===== src/swcr_pkg.sv =====
// Shared types and constants of the stop-and-wait CRC receiver.
`default_nettype none

package swcr_pkg;

    localparam int CRC_WIDTH_DEF = 16;          // default divider width
    localparam int POLY_W        = 16;          // width of the generator register
    localparam logic [POLY_W-1:0] POLY_RESET = 16'h1021;   // CCITT, top bit implicit

    typedef enum logic [1:0] {
        FS_ACCEPTED     = 2'd0,
        FS_CRC_ERROR    = 2'd1,
        FS_SEQ_MISMATCH = 2'd2
    } t_frame_status;

    // Control from the frame tracker to the CRC cell row.
    typedef struct packed {
        logic shift;    // shift one body bit into the divider
        logic clear;    // end of frame: divider back to zero
    } t_crc_ctl;

    // One result beat.
    typedef struct packed {
        logic          ack_sent;
        logic          ack_seq;
        t_frame_status status;
    } t_result;

endpackage

`default_nettype wire


===== src/swcr_cell.sv =====
// One bit cell of the serial CRC divider.
`default_nettype none

module swcr_cell (
    input  wire  i_clk,
    input  wire  i_shift_in,   // bit from the lower neighbor (or the line)
    input  wire  i_feedback,   // top bit of the divider
    input  wire  i_poly_bit,   // generator bit for this position
    input  wire  i_shift,
    input  wire  i_clear,
    output logic o_bit,        // stored bit
    output logic o_next        // value after a shift
);

    logic r_bit;
    logic n_bit;

    assign o_next = i_shift_in ^ (i_feedback & i_poly_bit);

    always_comb begin
        if (i_clear) begin
            n_bit = 1'b0;
        end else if (i_shift) begin
            n_bit = o_next;
        end else begin
            n_bit = r_bit;
        end
    end

    // divider state has no reset of its own; i_clear (frame end, or reset in the row) empties it
    always_ff @(posedge i_clk) begin
        r_bit <= n_bit;
    end

    assign o_bit = r_bit;

endmodule

`default_nettype wire


===== src/swcr_crc_row.sv =====
// Row of CRC cells forming the serial divider, with a zero-remainder flag.
`default_nettype none

module swcr_crc_row
    import swcr_pkg::*;
#(
    parameter int CRC_WIDTH = CRC_WIDTH_DEF
) (
    input  wire               i_clk,
    input  wire               i_rst_n,
    input  wire               i_bit_value,
    input  wire  [POLY_W-1:0] i_poly,
    input  t_crc_ctl          i_ctl,
    output logic              o_next_zero   // remainder after this shift is zero
);

    logic [CRC_WIDTH-1:0] w_bits;
    logic [CRC_WIDTH-1:0] w_next;
    logic                 w_clear;

    // reset empties the divider
    assign w_clear = i_ctl.clear | ~i_rst_n;

    genvar g;
    generate
        for (g = 0; g < CRC_WIDTH; g++) begin : g_cell
            logic w_in;
            logic w_poly;

            if (g == 0) begin : g_first
                assign w_in = i_bit_value;
            end else begin : g_link
                assign w_in = w_bits[g-1];
            end

            // generator bits above the register width are zero
            if (g < POLY_W) begin : g_pbit
                assign w_poly = i_poly[g];
            end else begin : g_pzero
                assign w_poly = 1'b0;
            end

            swcr_cell u_cell (
                .i_clk      (i_clk),
                .i_shift_in (w_in),
                .i_feedback (w_bits[CRC_WIDTH-1]),
                .i_poly_bit (w_poly),
                .i_shift    (i_ctl.shift),
                .i_clear    (w_clear),
                .o_bit      (w_bits[g]),
                .o_next     (w_next[g])
            );
        end
    endgenerate

    assign o_next_zero = ~|w_next;

endmodule

`default_nettype wire


===== src/swcr_frame_ctrl.sv =====
// Frame tracker: sequence bit check, expected sequence and verdict.
`default_nettype none

module swcr_frame_ctrl
    import swcr_pkg::*;
(
    input  wire      i_clk,
    input  wire      i_rst_n,
    input  wire      i_accept,
    input  wire      i_bit_value,
    input  wire      i_last_bit,
    input  wire      i_next_zero,
    output t_crc_ctl o_ctl,
    output logic     o_res_valid,
    output t_result  o_res
);

    logic r_expected_seq;
    logic r_at_start;
    logic r_seq_matched;
    logic n_expected_seq;
    logic n_at_start;
    logic n_seq_matched;

    logic w_matched;
    logic w_crc_ok;

    // on a single-bit frame the compare is taken straight from the line
    assign w_matched = r_at_start ? (i_bit_value == r_expected_seq) : r_seq_matched;
    // divider is already zero at frame start
    assign w_crc_ok  = r_at_start | i_next_zero;

    assign o_ctl.shift = i_accept & ~r_at_start;
    assign o_ctl.clear = i_accept & i_last_bit;
    assign o_res_valid = i_accept & i_last_bit;

    always_comb begin
        o_res.ack_sent = 1'b0;
        o_res.ack_seq  = 1'b0;
        o_res.status   = FS_SEQ_MISMATCH;
        if (w_matched && !w_crc_ok) begin
            o_res.status = FS_CRC_ERROR;
        end else if (w_matched) begin
            o_res.ack_sent = 1'b1;
            o_res.ack_seq  = r_expected_seq;
            o_res.status   = FS_ACCEPTED;
        end
    end

    always_comb begin
        n_expected_seq = r_expected_seq;
        n_at_start     = r_at_start;
        n_seq_matched  = r_seq_matched;
        if (i_accept) begin
            if (i_last_bit) begin
                n_at_start    = 1'b1;
                n_seq_matched = 1'b0;
                if (o_res.ack_sent) begin
                    n_expected_seq = ~r_expected_seq;
                end
            end else if (r_at_start) begin
                n_at_start    = 1'b0;
                n_seq_matched = w_matched;
            end
        end
    end

    always_ff @(posedge i_clk) begin
        if (!i_rst_n) begin
            r_expected_seq <= 1'b0;
            r_at_start     <= 1'b1;
            r_seq_matched  <= 1'b0;
        end else begin
            r_expected_seq <= n_expected_seq;
            r_at_start     <= n_at_start;
            r_seq_matched  <= n_seq_matched;
        end
    end

endmodule

`default_nettype wire


===== src/stop_and_wait_crc_receiver.sv =====
// Top level of the stop-and-wait CRC receiver.
`default_nettype none

// Receiving end of an alternating-bit stop-and-wait link. Frame bits come in
// one per input beat; the first bit of each frame is its sequence bit and the
// rest (data, then CRC) shift through a row of CRC_WIDTH one-bit cells that
// divide by x^CRC_WIDTH + generator_poly, starting from zero. The beat that
// carries last_bit produces exactly one result beat: ACK with the expected
// sequence bit when the sequence matches and the remainder is zero (the
// expected bit then toggles), otherwise a CRC error or, taking priority, a
// sequence mismatch, with no ACK. Duplicates are not acknowledged again.
// Rate: one bit per clock, sustained; each cell updates with a single XOR
// per bit, and the remainder-zero check plus verdict fit in the same cycle.
// The result beat shows from an output register on the cycle after its last
// bit is taken, or waits in one skid entry while that register is held; input
// keeps flowing while a result waits and stalls only once both entries are full.
// Users write generator_poly via the config channel (always ready) only while
// the link is idle (block does not enforce); resets to 0x1021, masked to CRC_WIDTH.
module stop_and_wait_crc_receiver
    import swcr_pkg::*;
#(
    parameter int CRC_WIDTH = CRC_WIDTH_DEF   // 1 to 32
) (
    input  wire               i_clk,
    input  wire               i_rst_n,
    // bit input
    input  wire               i_in_valid,
    output logic              o_in_ready,
    input  wire               i_bit_value,
    input  wire               i_last_bit,
    // result output
    output logic              o_out_valid,
    input  wire               i_out_ready,
    output logic              o_ack_sent,
    output logic              o_ack_seq,
    output logic [1:0]        o_frame_status,
    // generator register write
    input  wire               i_cfg_valid,
    output logic              o_cfg_ready,
    input  wire  [POLY_W-1:0] i_cfg_data
);

    logic [POLY_W-1:0] r_poly;
    logic              w_accept;
    logic              w_next_zero;
    t_crc_ctl          w_ctl;
    logic              w_res_valid;
    t_result           w_res;

    // output register and skid entry
    logic    r_out_valid;
    t_result r_out;
    logic    r_skid_valid;
    t_result r_skid;
    logic    n_out_valid;
    t_result n_out;
    logic    n_skid_valid;
    t_result n_skid;

    assign o_cfg_ready = 1'b1;
    assign o_in_ready  = ~r_skid_valid;
    assign w_accept    = i_in_valid & o_in_ready;

    always_ff @(posedge i_clk) begin
        if (!i_rst_n) begin
            r_poly <= POLY_RESET;
        end else if (i_cfg_valid) begin
            r_poly <= i_cfg_data;
        end
    end

    swcr_frame_ctrl u_ctrl (
        .i_clk       (i_clk),
        .i_rst_n     (i_rst_n),
        .i_accept    (w_accept),
        .i_bit_value (i_bit_value),
        .i_last_bit  (i_last_bit),
        .i_next_zero (w_next_zero),
        .o_ctl       (w_ctl),
        .o_res_valid (w_res_valid),
        .o_res       (w_res)
    );

    swcr_crc_row #(
        .CRC_WIDTH (CRC_WIDTH)
    ) u_row (
        .i_clk       (i_clk),
        .i_rst_n     (i_rst_n),
        .i_bit_value (i_bit_value),
        .i_poly      (r_poly),
        .i_ctl       (w_ctl),
        .o_next_zero (w_next_zero)
    );

    // Skid handling: a new result goes to the skid entry only when the output
    // register is held; the skid drains first once the output frees up.
    always_comb begin
        n_out_valid  = r_out_valid;
        n_out        = r_out;
        n_skid_valid = r_skid_valid;
        n_skid       = r_skid;
        if (r_out_valid && !i_out_ready) begin
            if (w_res_valid) begin
                n_skid_valid = 1'b1;
                n_skid       = w_res;
            end
        end else if (r_skid_valid) begin
            // input was stalled, so no new result this cycle
            n_out_valid  = 1'b1;
            n_out        = r_skid;
            n_skid_valid = 1'b0;
        end else begin
            n_out_valid = w_res_valid;
            n_out       = w_res;
        end
    end

    always_ff @(posedge i_clk) begin
        if (!i_rst_n) begin
            r_out_valid  <= 1'b0;
            r_skid_valid <= 1'b0;
        end else begin
            r_out_valid  <= n_out_valid;
            r_skid_valid <= n_skid_valid;
        end
    end

    always_ff @(posedge i_clk) begin
        r_out  <= n_out;
        r_skid <= n_skid;
    end

    assign o_out_valid    = r_out_valid;
    assign o_ack_sent     = r_out.ack_sent;
    assign o_ack_seq      = r_out.ack_seq;
    assign o_frame_status = r_out.status;

endmodule

`default_nettype wire


===== config.mk =====
export PLATFORM = sky130hd
export DESIGN_NAME = stop_and_wait_crc_receiver
export DESIGN_NICKNAME = d
export VERILOG_FILES = /design/src/swcr_pkg.sv /design/src/swcr_cell.sv /design/src/swcr_crc_row.sv /design/src/swcr_frame_ctrl.sv /design/src/stop_and_wait_crc_receiver.sv
export SDC_FILE = /design/constraint.sdc
export NUM_CORES = 1
export LEC_CHECK = 0
export ABC_AREA = 1
export BUFFER_PORTS_ARGS = -buffer_cell sky130_fd_sc_hd__buf_2
export CAP_MARGIN = 20
export CORE_UTILIZATION = 55
export CTS_BUF_LIST = sky130_fd_sc_hd__clkbuf_4
export DETAILED_ROUTE_END_ITERATION = 6
export PLACE_DENSITY = 0.84
export RECOVER_POWER = 50
export SETUP_SLACK_MARGIN = 0.1
export SLEW_MARGIN = 20
export SYNTH_ARGS = -nofsm -noshare
export SYNTH_HDL_FRONTEND = slang
export SYNTH_SLANG_ARGS = --single-unit
export TNS_END_PERCENT = 10

===== constraint.sdc =====
create_clock -name i_clk -period 2.8 [get_ports i_clk]
set_input_delay 0.14 -clock i_clk [delete_from_list [all_inputs] [get_ports i_clk]]
set_output_delay 0.14 -clock i_clk [all_outputs]
set_load 0.03 [all_outputs]

==> flow_summary.ini <==
[outcome]
status = complete, no violations

[logic_synthesis]
syn_nets = 302
synthArstFlopShare_pct = 0
synth_cell_types = 22
post-synth-top-count-cell = nand2_1
synth-edff-count = 8
netlist_area_sq_um = 2032
yosysTopAreaCell = dfxtp_1
yosys-top-cells-count = nand2_1, nor2_1, dfxtp_1, o21ai_0, inv_1
syn_area_per_cell_sq_um = 7.283
synth.top_cells.by_area = dfxtp_1, nand2_1, edfxtp_1
ys.flop_type = dfxtp_1
synth_top_area_share_pct = 36.45
ys_seq_elements = 45
ys_seq_area_share_pct = 48.28
synthCells = 279
yosys_warnings = 0

[global_route]
grt_use_total_pct = 22.65
grt_pass1_vias = 1683
antenna_found_initial = 0
overflow = 0
grt_first_pass_wirelength_microns = 7051
grt_max_degree = 20

[setup_path]
crit_path_end_kind = flop
critPathMaxFanout = 17
cpMostUsedCell = nand2_1
path_depth = 13
crit_type = flop to flop
r2r-start = u_row.g_cell[15].u_cell.o_bit
r2r_end = o_ack_seq
cp_top_family = simple AND/OR/NAND/NOR gates
rrSetupSlack_ns = 0.77
reg2reg_depth = 13
cp.arrival_ns = 2.28
critPathBufInv = 1
cp_data_required_time_ns = 3.04
critPathMaxStageDelay_ns = 0.66
cp-start-kind = flop
crit_slowest_cell = dfxtp_1
path_cells = buf_4 -> nand2_1 -> nand2_1 -> nand2_1 -> nor2_1 -> nand2_1 -> nor2_1 -> nand2_1 -> nand2_2 -> nand2_2 -> nor2_4 -> nand2_1 -> nand2_1

[layout]
num_antenna_cells = 0
final_area_sq_um = 2372
fin_cells = 366
drive_above_1_share_pct = 10.63
syn_to_final_growth_pct = 16.75
finalNetCount = 342
utilization_pct = 68.92

[sta]
finalCritPeriodShare_pct = 72.65
maxSlewViolCount = 0
rsz0062_at_grt = false
slew_headroom_pct = 55.35
skew_ns = 0.01170
worst_pin_slew_ns = 0.6697
fin_tns_setup_ns = 0
timing.fmax_mhz = 491.6
setup_viol = 0
period_needed_ns = 2.034
hold_violations = 0

[clock_tree]
cts_tree = yes
cts.path.max_buffers = 2
path_clk_slew_ns = 0.12
root_buffer = clkbuf_4
cts_sinks = 45
hold_buffers = 14
post_cts_buffers = 0
htree_levels = 2
cts_buffers = 5
clock_latency_ns = 0.36
ctsResizeCount = 0

[power]
peakVddDrop_uv = 329.6
p_leak_nw = 1.053
finalPower_mw = 1.207
power.density_nw_per_um2 = 508.8

[die]
start_util_pct = 59.03
core_area_sq_um = 3442
rows = 21
ios = 30
die_area_sq_um = 3941
die_y_microns = 62.78
fp.dieW_microns = 62.78

[route]
first_iter_violations = 81
ant_nets = 0
drt-pass1-iter-count = 4
drc = 0
drt_wl_total_microns = 3965
num_vias = 1831
routedWlPerCell_microns = 10.83
viasPerCell = 5.003

[placement]
dpl.hpwl_microns = 2626
place_area_sq_um = 2175
place_inst = 343
numPortBuffers = 28
gp_congestion = 0.7844

[min_path]
holdCritStartpoint = i_cfg_data[8]
holdPathStages = 3
holdPathEnd = r_poly[8]
min_path_type = input pin to flop

[job]
max_cap_violations = 0
## cell families (layout without fill, tap and decap cells)
| family | after synthesis | after routing | share of synthesized area (%) |
|---|---|---|---|
| other | 1 | 1 | 0.1846 |
| XOR/XNOR | 1 | 1 | 0.4311 |
| AO/OA/AOI/OAI | 51 | 51 | 13.67 |
| buffers and inverters | 39 | 80 | 8.621 |
| AND/OR/NAND/NOR | 142 | 142 | 28.82 |
| flip-flops | 45 | 45 | 48.28 |
## cell usage in the layout, fill, tap and decap left out, types with 8 or more instances in the layout
cell | Yosys | final
nand3_1 | 17 | 17
o21ai_0 | 32 | 32
edfxtp_1 | 8 | 8
inv_1 | 25 | 26
a31oi_1 | 15 | 15
buf_2 | 2 | 21
dlygate4sd3_1 | 0 | 15
nor2_1 | 42 | 42
nand2_1 | 74 | 74
dfxtp_1 | 37 | 37
## metrics by stage
stage,worst slack (ns),hold WS [ns]
3_3_place_gp,0.8468,0.3501
6_report,0.7657,0.01798
3_5_place_dp,0.8124,0.3538
5_1_grt,0.5171,0.01855
2_1_floorplan,1.360,0.2411
4_1_cts,0.7848,0.005929
## report_power, final
part / switching (mW) / internal [mW]
registers: 0.0246 / 0.697
logic: 0.107 / 0.0687
clock network: 0.193 / 0.116
total: 0.325 / 0.882
## state kept, by name, summed over array words and instances (netlist names)
signal and count:
o_ack_sent 1, r_poly 16, r_skid 4, u_ctrl.r_at_start 1
u_row.g_cell.u_cell.o_bit 16, o_ack_seq 1, r_skid_valid 1, o_frame_status 2
o_out_valid 1, u_ctrl.r_expected_seq 1, u_ctrl.r_seq_matched 1
## how the worst max path moves through the flow
| stage | startpoint | endpoint | slack (ns) |
|---|---|---|---|
| after floorplan | u_row.g_cell[15].u_cell.o_bit | o_ack_seq | 1.36 |
| after global placement | u_row.g_cell[15].u_cell.o_bit | o_ack_seq | 0.85 |
| after detailed placement | u_row.g_cell[15].u_cell.o_bit | o_ack_seq | 0.81 |
| after CTS | u_row.g_cell[15].u_cell.o_bit | o_ack_seq | 0.78 |
| after global routing | u_row.g_cell[15].u_cell.o_bit | o_ack_sent | 0.52 |
| final | u_row.g_cell[15].u_cell.o_bit | o_ack_seq | 0.77 |
## area by class of cell
| type | count | area, sq um |
|---|---|---|
| repair buffers | 46 | 304.0 |
| well taps | 46 | 57.56 |
| clock inverters | 1 | 3.754 |
| flip-flops and latches | 45 | 980.9 |
| multi-input cells | 195 | 875.8 |
| clock buffers | 7 | 52.55 |
| inverters | 26 | 97.59 |
| fillers | 301 | 1070 |
## routing by layer
layer / routed length (microns) / vias to the layer above / global-route usage (%)
met4: 95 / 0 / 10.76
met2: 1841 / 36 / 37.09
met1: 1877 / 802 / 27.29
li1: - / 982 / -
met5: 0 / - / 0
met3: 151 / 11 / 6.387
## worst reg2reg max path: cells and delay by family (launching register included)
family,cells,cell delay [ns]
buffers and inverters,1,0.31
DFF,1,0.66
and+or+nand+nor,12,0.95
Note: power is estimated with default switching activity, not from simulation.
